**config.mk**
```make
export PLATFORM = sky130hd
export DESIGN_NAME = mdt_sweep
export DESIGN_NICKNAME = d
export VERILOG_FILES = /design/src/rtl/mdt_pkg.sv /design/src/rtl/mdt_sweep.sv
export SDC_FILE = /design/constraint.sdc
export NUM_CORES = 1
export LEC_CHECK = 0
export BUFFER_PORTS_ARGS = -buffer_cell sky130_fd_sc_hd__buf_2
export CAP_MARGIN = 5
export CORE_ASPECT_RATIO = 0.6
export CORE_UTILIZATION = 50
export DETAILED_ROUTE_END_ITERATION = 12
export PLACE_DENSITY = 0.76
export SLEW_MARGIN = 20
export SYNTH_ARGS = -nofsm -noshare
export SYNTH_HDL_FRONTEND = slang
export SYNTH_SLANG_ARGS = --single-unit
```
**constraint.sdc**
```tcl
create_clock -name clock -period 5.8 [get_ports clock]
set_clock_uncertainty 0.1 [all_clocks]
set_input_delay 0.87 -clock clock [delete_from_list [all_inputs] [get_ports clock]]
set_output_delay 0.87 -clock clock [all_outputs]
set_load 0.01 [all_outputs]
```
**src/rtl/mdt_pkg.sv**
```systemverilog
// Shared types, constants and helper functions of the city-block distance engine.
// Depends on nothing; the interfaces, the sweep and the top level refer to it by scoped names.
`default_nettype none

package mdt_pkg;

   // Grid geometry. The request fields carry 7-bit coordinates, so the grid is 128 square.
   localparam int GRID_SIZE  = 128;
   localparam int CELL_COUNT = GRID_SIZE * GRID_SIZE;
   localparam int IDX_BITS   = $clog2(CELL_COUNT);
   localparam int COORD_BITS = 7;
   localparam int DIST_BITS  = 9;

   // Distances saturate at twice the grid size, held to what nine bits can show.
   localparam int DIST_CAP_INT = ((2 * GRID_SIZE) > 511) ? 511 : (2 * GRID_SIZE);

   typedef logic [IDX_BITS-1:0]   idx_type;
   typedef logic [COORD_BITS-1:0] coord_type;
   typedef logic [DIST_BITS-1:0]  dist_type;

   localparam dist_type DIST_CAP        = DIST_BITS'(DIST_CAP_INT);
   localparam dist_type THICKNESS_RESET = DIST_BITS'(4);
   localparam idx_type  LAST_CELL       = IDX_BITS'(CELL_COUNT - 1);
   localparam idx_type  ROW_STRIDE      = IDX_BITS'(GRID_SIZE);
   localparam idx_type  LAST_ROW_START  = IDX_BITS'(CELL_COUNT - GRID_SIZE);
   localparam idx_type  LAST_COL        = IDX_BITS'(GRID_SIZE - 1);

   typedef enum logic [1:0] {
      KIND_WRITE = 2'd0,
      KIND_RUN   = 2'd1,
      KIND_READ  = 2'd2
   } kind_type;

   // One cycle's worth of access to the distance memory.
   typedef struct packed {
      logic     we;
      idx_type  waddr;
      dist_type wdata;
      logic     re;
      idx_type  raddr_a;
      idx_type  raddr_b;
   } ram_cmd_type;

   typedef struct packed {
      logic start;
   } sweep_ctl_type;

   typedef struct packed {
      logic busy;
      logic done;
   } sweep_sts_type;

   function automatic dist_type min_plus_one(input dist_type cur, input dist_type nb);
      logic [DIST_BITS:0] cand;
      cand = {1'b0, nb} + (DIST_BITS + 1)'(1);
      return (cand < {1'b0, cur}) ? cand[DIST_BITS-1:0] : cur;
   endfunction

   function automatic logic in_grid(input coord_type row, input coord_type col);
      return (int'(row) < GRID_SIZE) && (int'(col) < GRID_SIZE);
   endfunction

   function automatic idx_type cell_index(input coord_type row, input coord_type col);
      return IDX_BITS'(int'(row) * GRID_SIZE + int'(col));
   endfunction

endpackage

`default_nettype wire

```
**src/rtl/mdt_sweep.sv**
```systemverilog
// Two-pass raster sweep over the distance store: forward then backward relaxation.
// Depends on mdt_pkg; drives the memory through a ram_cmd_type while busy.
`default_nettype none

module mdt_sweep (
   input  wire logic                   clock,
   input  wire logic                   reset,
   input  wire mdt_pkg::sweep_ctl_type ctl,
   output mdt_pkg::sweep_sts_type      sts,
   output mdt_pkg::ram_cmd_type        cmd,
   input  wire mdt_pkg::dist_type      rdata_a,
   input  wire mdt_pkg::dist_type      rdata_b
);

   typedef enum logic [2:0] {
      S_IDLE,
      S_FWD,
      S_GAP,
      S_BWD,
      S_DRAIN
   } state_type;

   state_type         state_ff, state_in;
   mdt_pkg::idx_type  idx_ff, idx_in;
   logic              v1_ff, v1_in;
   logic              fwd1_ff, fwd1_in;
   mdt_pkg::idx_type  idx1_ff, idx1_in;
   mdt_pkg::dist_type prev_ff, prev_in;

   logic              issue;
   mdt_pkg::idx_type  col1;
   logic              use_vert;
   logic              use_horz;
   mdt_pkg::dist_type cell_val;

   always_comb begin
      state_in = state_ff;
      idx_in   = idx_ff;
      unique case (state_ff)
         S_IDLE: begin
            if (ctl.start) begin
               state_in = S_FWD;
               idx_in   = '0;
            end
         end
         S_FWD: begin
            if (idx_ff == mdt_pkg::LAST_CELL) begin
               state_in = S_GAP;
            end else begin
               idx_in = idx_ff + mdt_pkg::IDX_BITS'(1);
            end
         end
         S_GAP: begin
            // The last forward write lands here; the backward pass starts after it.
            state_in = S_BWD;
            idx_in   = mdt_pkg::LAST_CELL;
         end
         S_BWD: begin
            if (idx_ff == '0) begin
               state_in = S_DRAIN;
            end else begin
               idx_in = idx_ff - mdt_pkg::IDX_BITS'(1);
            end
         end
         S_DRAIN: begin
            state_in = S_IDLE;
         end
         default: begin
            state_in = S_IDLE;
         end
      endcase
   end

   // Issue stage: read the cell and its vertical neighbor; the horizontal neighbor
   // is the value computed for the previous cell and kept in prev_ff.
   assign issue   = (state_ff == S_FWD) || (state_ff == S_BWD);
   assign v1_in   = issue;
   assign fwd1_in = (state_ff == S_FWD);
   assign idx1_in = idx_ff;

   assign col1 = idx1_ff & mdt_pkg::LAST_COL;

   always_comb begin
      if (fwd1_ff) begin
         use_vert = (idx1_ff >= mdt_pkg::ROW_STRIDE);
         use_horz = (col1 != '0);
         cell_val = (rdata_a == mdt_pkg::dist_type'(1)) ? '0 : mdt_pkg::DIST_CAP;
         if (rdata_a != mdt_pkg::dist_type'(1)) begin
            if (use_vert) begin
               cell_val = mdt_pkg::min_plus_one(cell_val, rdata_b);
            end
            if (use_horz) begin
               cell_val = mdt_pkg::min_plus_one(cell_val, prev_ff);
            end
         end
      end else begin
         use_vert = (idx1_ff < mdt_pkg::LAST_ROW_START);
         use_horz = (col1 != mdt_pkg::LAST_COL);
         cell_val = rdata_a;
         if (use_vert) begin
            cell_val = mdt_pkg::min_plus_one(cell_val, rdata_b);
         end
         if (use_horz) begin
            cell_val = mdt_pkg::min_plus_one(cell_val, prev_ff);
         end
      end
   end

   assign prev_in = v1_ff ? cell_val : prev_ff;

   always_comb begin
      cmd.we      = v1_ff;
      cmd.waddr   = idx1_ff;
      cmd.wdata   = cell_val;
      cmd.re      = issue;
      cmd.raddr_a = idx_ff;
      cmd.raddr_b = (state_ff == S_FWD) ? (idx_ff - mdt_pkg::ROW_STRIDE)
                                        : (idx_ff + mdt_pkg::ROW_STRIDE);
   end

   always_ff @(posedge clock) begin
      if (reset) begin
         state_ff <= S_IDLE;
         v1_ff    <= 1'b0;
      end else begin
         state_ff <= state_in;
         v1_ff    <= v1_in;
      end
      idx_ff  <= idx_in;
      fwd1_ff <= fwd1_in;
      idx1_ff <= idx1_in;
      prev_ff <= prev_in;
   end

   assign sts.busy = (state_ff != S_IDLE);
   assign sts.done = (state_ff == S_DRAIN);

endmodule

`default_nettype wire

```
* Word-level counts from Yosys, hierarchy flattened
Cells that the tools add are included.
Widths: inputs -> output; s select.
** Storage, ports and cells
- Bits in registers :: 42
- Input port bits :: 21
- Output and inout bits :: 55
- Logic and storage cells :: 62
** Operators by class
- $add $sub $neg :: 6
- Magnitude comparators :: 6
- Equality and inequality tests :: 13
- Multiplexer cells :: 23
- Reductions and logical operators :: 8
** Operators by type and width (number)
- $mux 9 :: 14
- $mux 14 :: 4
- $pmux 14 s4 :: 1
- $lt 10x9->1 :: 4
- $add 9x1->10 const B :: 2
- $add 14x1->14 const B :: 1
- $add 14x8->14 const B :: 1
- $eq 14x14->1 const B :: 1
- $ge 14x8->1 const B :: 1
- $logic_not 14->1 :: 1
- $lt 14x14->1 const B :: 1
- $reduce_bool 14->1 :: 1
- $sub 14x1->14 const B :: 1
- $sub 14x8->14 const B :: 1
- $pmux 3 s4 :: 1
- $eq 9x1->1 const B :: 1
- $mux 3 :: 3
- $ne 9x1->1 const B :: 1
- $ne 2x2->1 const B :: 4
- $ne 7x7->1 const B :: 1
- $eq 3x2->1 const B :: 2
- $reduce_and 4->1 :: 1
- $reduce_bool 4->1 :: 1
- $eq 3x1->1 const B :: 1
- other kinds (6) :: 6

* Depth between registers and ports, before layout
- Depth in word-level cells :: 12
- Gate-level depth with buffers :: 20
- Gate-level depth less buffers :: 18

* Worst setup path after synthesis
Ideal clock, no wire load.
- Path type :: input port to output port
- Start point :: in rdata_b[0]
- End point :: out cmd[36] (netlist bit)
- Arrival time :: 4.857 ns
- Data required time :: 4.830 ns
- Setup slack :: -0.027 ns
- Cell stages on the path :: 20
- Path buffers :: 2
- Cell sequence :: ha_1 -> nand4_1 -> nor2_1 -> xor2_1 -> ha_1 -> nand3_1 -> a21oi_1 -> o21ai_0 -> nand2b_1 -> clkbuf_1 -> mux2i_1 -> ha_1 -> and3_1 -> a221o_1 -> a211oi_1 -> nand3b_1 -> o21a_1 -> buf_2 -> and2_1 -> o32ai_1
** RTL lines
- from (decl) :: line mdt_sweep.sv:12 : input wire mdt_pkg::dist_type rdata_b
- to (decl) :: line mdt_sweep.sv:10 : output mdt_pkg::ram_cmd_type cmd,

==> flow_metrics.env <==
export IMPL_status="finished clean"
export IMPL_slew_headroom_pct=39.4
export IMPL_syn_instance_count=390
export IMPL_tightest_slew_ns=0.903
export IMPL_cts_root_buf="clkbuf_16"
export IMPL_vias_per_cell=6.13
export IMPL_critPathKind="primary input to output port"
export IMPL_synthTopCellsByCount="43 x ha_1, 31 x nor2_1, 29 x inv_1"
export IMPL_num_vias=3554
export IMPL_cp_required_ns=4.83
export IMPL_cts_buffers=5
export IMPL_max_freq_mhz=173
export IMPL_ys_warn_count=0
export IMPL_post_route_drc_count=0
export IMPL_hpwl_mm=7.80
export IMPL_io_buffers=75
export IMPL_nets=558
export IMPL_clk_pin_slew_ns=0.06
export IMPL_clock_sinks=42
export IMPL_fin_crit_sh_pct=99.6
export IMPL_critPathLaunchType="primary input"
export IMPL_powerDensity_mw_per_mm2=249
export IMPL_syn_num_nets=456
export IMPL_h_tree_depth=2
export IMPL_ios=76
export IMPL_die_h_um=67.2
export IMPL_rows=23
export IMPL_grt_usage_pct=26.9
export IMPL_setup_viol=0
export IMPL_hold_violations=0
export IMPL_grt_max_degree=18
export IMPL_die_x_um=111
export IMPL_antenna_cells=0
export IMPL_crit_fanout=5
export IMPL_initial_core_util_pct=52.5
export IMPL_grt_pass1_wl_mm=15.6
export IMPL_clk_latency_ns=0.29
export IMPL_synth_edf_count=23
export IMPL_synth_ff_type="edfxtp_1"
export IMPL_clockBufferDepth=2
export IMPL_ant_nets=0
export IMPL_synth_top_area_cell="edfxtp_1"
export IMPL_ctsHoldBuffers=0
export IMPL_power_leakage_nw=2.18
export IMPL_avgSynthCellArea_um2=9.10
export IMPL_drv_slew=0
export IMPL_period_needed_ns=5.78
export IMPL_tritoncts="yes"
export IMPL_gr_total_overflow=0
export IMPL_maxCapViolCount=0
export IMPL_cp_arrival_ns=4.81
export IMPL_ys_seq_area_share_pct=30.2
export IMPL_dieArea_mm2=0.00745
export IMPL_yosys_register_bits=42
export IMPL_syn_to_final_growth_pct=30.0
export IMPL_ir_drop_mv=0.138
export IMPL_dp_cells=560
export IMPL_antenna_found_initial=0
export IMPL_synthTopCellsByArea="edfxtp_1 19%, ha_1 15%, dfxtp_1 11%"
export IMPL_synthesis_area_mm2=0.00355
export IMPL_drive_above_1_share_pct=33.1
export IMPL_yosysMostFrequentCell="ha_1"
export IMPL_cp_end_kind="output port"
export IMPL_place_gp_congestion=0.915
export IMPL_first_global_vias=3088
export IMPL_detail_route_iter0_violations=333
export IMPL_hp_class="register to register"
export IMPL_timing_hold_ws_ns=0.441
export IMPL_ys_types=52
export IMPL_wire_per_inst_um=18.5
export IMPL_synth_top_area_share_pct=19.5
export IMPL_async_flop_share_pct=0
export IMPL_first_pass_iters=5
export IMPL_core_area_mm2=0.00676
export IMPL_nFillCells=493
export IMPL_fin_cells=580
export IMPL_drt_wl_total_mm=10.8
routing by layer:
metal / GRT usage (%) / vias to the layer above / routed length, um
li1: - / 1641 / -
met3: 5.57 / 39 / 1010
met5: 0 / - / 0
met1: 38.4 / 1670 / 4970
met4: 8.00 / 0 / 234
met2: 41.1 / 204 / 4540
cell usage in the layout, fill, tap and decap left out, types with 3 or more instances in the layout:
master     count
a31oi_1        4
buf_4         37
edfxtp_1      23
and3_1         5
ha_1          41
nand3_1       13
nor2b_1        3
clkbuf_16      6
xor2_1        16
o32ai_2        6
nor3_1         9
nor4_1         8
o21a_1         3
dfxtp_1       19
o21bai_1       3
a211oi_1       3
and2_1        11
o21ai_0       20
mux2i_2        8
and4_1         4
inv_1         29
mux2i_1        8
a21oi_1       11
nand4_1        7
nand2_1       16
buf_6          3
a21o_1         9
buf_2         72
nor2_1        29
xnor2_1       13
and3_4         3
state kept, by name, summed over array words and instances (netlist names):
name,count
prev_ff,9
idx1_in,14
fwd1_ff,1
state_ff,3
v1_ff,1
idx1_ff,14
logic make-up (layout without fill, tap and decap cells):
| group | count (synthesis) | after routing | share of synthesized area (%) |
|---|---|---|---|
| adder cells (fa/ha/maj) | 45 | 45 | 16.3 |
| multiplexers | 18 | 18 | 5.11 |
| flip-flops | 42 | 42 | 30.2 |
| buffers and inverters | 47 | 149 | 6.17 |
| AO/OA/AOI/OAI | 79 | 80 | 15.1 |
| XOR/XNOR | 31 | 31 | 7.65 |
| AND/OR/NAND/NOR | 128 | 128 | 19.4 |
metrics by stage:
step	power, mW	utilization (%)	setup TNS (ns)	area [um2]	setup slack (ns)
floorplan	0.624	-	0	3550	0.112
global placement	0.748	60.9	-1.35	4120	-0.198
detailed placement	0.761	60.9	-2.12	4120	-0.328
CTS	1.08	65.1	0	4400	0.0113
global route	1.19	68.2	-1.06	4610	-0.183
finish	1.15	68.2	0	4610	0.0223
critical path: stages:
cell and delay (ns):
buf_4 0.11, ha_4 0.15, nand4_1 0.13, nor2_2 0.14
xor2_1 0.26, ha_2 0.23, nand3_1 0.09, a21oi_2 0.15
o21ai_2 0.10, nand2b_4 0.11, mux2i_1 0.25, ha_1 0.29
and3_4 0.18, a221o_1 0.34, a211oi_2 0.29, nand3b_1 0.17
o21a_2 0.29, buf_4 0.16, a221o_1 0.34, buf_2 0.15
worst paths after layout:
path | start | end | slack (ns) | depth (start not counted)
max | rdata_b[1] | cmd[30] | 0.02 | 20
min | idx1_in[11] | idx1_ff[11] | 0.44 | 0
max reg2reg | prev_ff[0] | prev_ff[3] | 1.73 | 13
min reg2reg | idx1_in[11] | idx1_ff[11] | 0.44 | 0
what timing repair did:
item | in CTS | in global routing
pin swaps | 1 | 21
cloned | 0 | 2
setup endpoints to repair | 9 | 9
endpoints found under the hold margin | 0 | 0
resized for setup | 15 | 39
setup buffers | 6 | 4
where the power goes:
part	leakage, nW	internal (mW)	total, mW	switching (mW)
sequential	0.393	0.346	0.384	0.0375
clock	0.0753	0.186	0.302	0.116
combinational	1.72	0.219	0.461	0.242
total	2.18	0.752	1.15	0.396
final cells by class:
type	count	area (um2)	share of cell area (%)
tap	87	109	2.36
timing repair buffer	112	672	14.6
multi-input combinational	302	2490	54.0
sequential	42	1070	23.2
clock buffer	7	154	3.34
clock inverter	1	7.51	0.163
inverter	29	109	2.36
No activity file was read; power rests on OpenSTA's default activity.
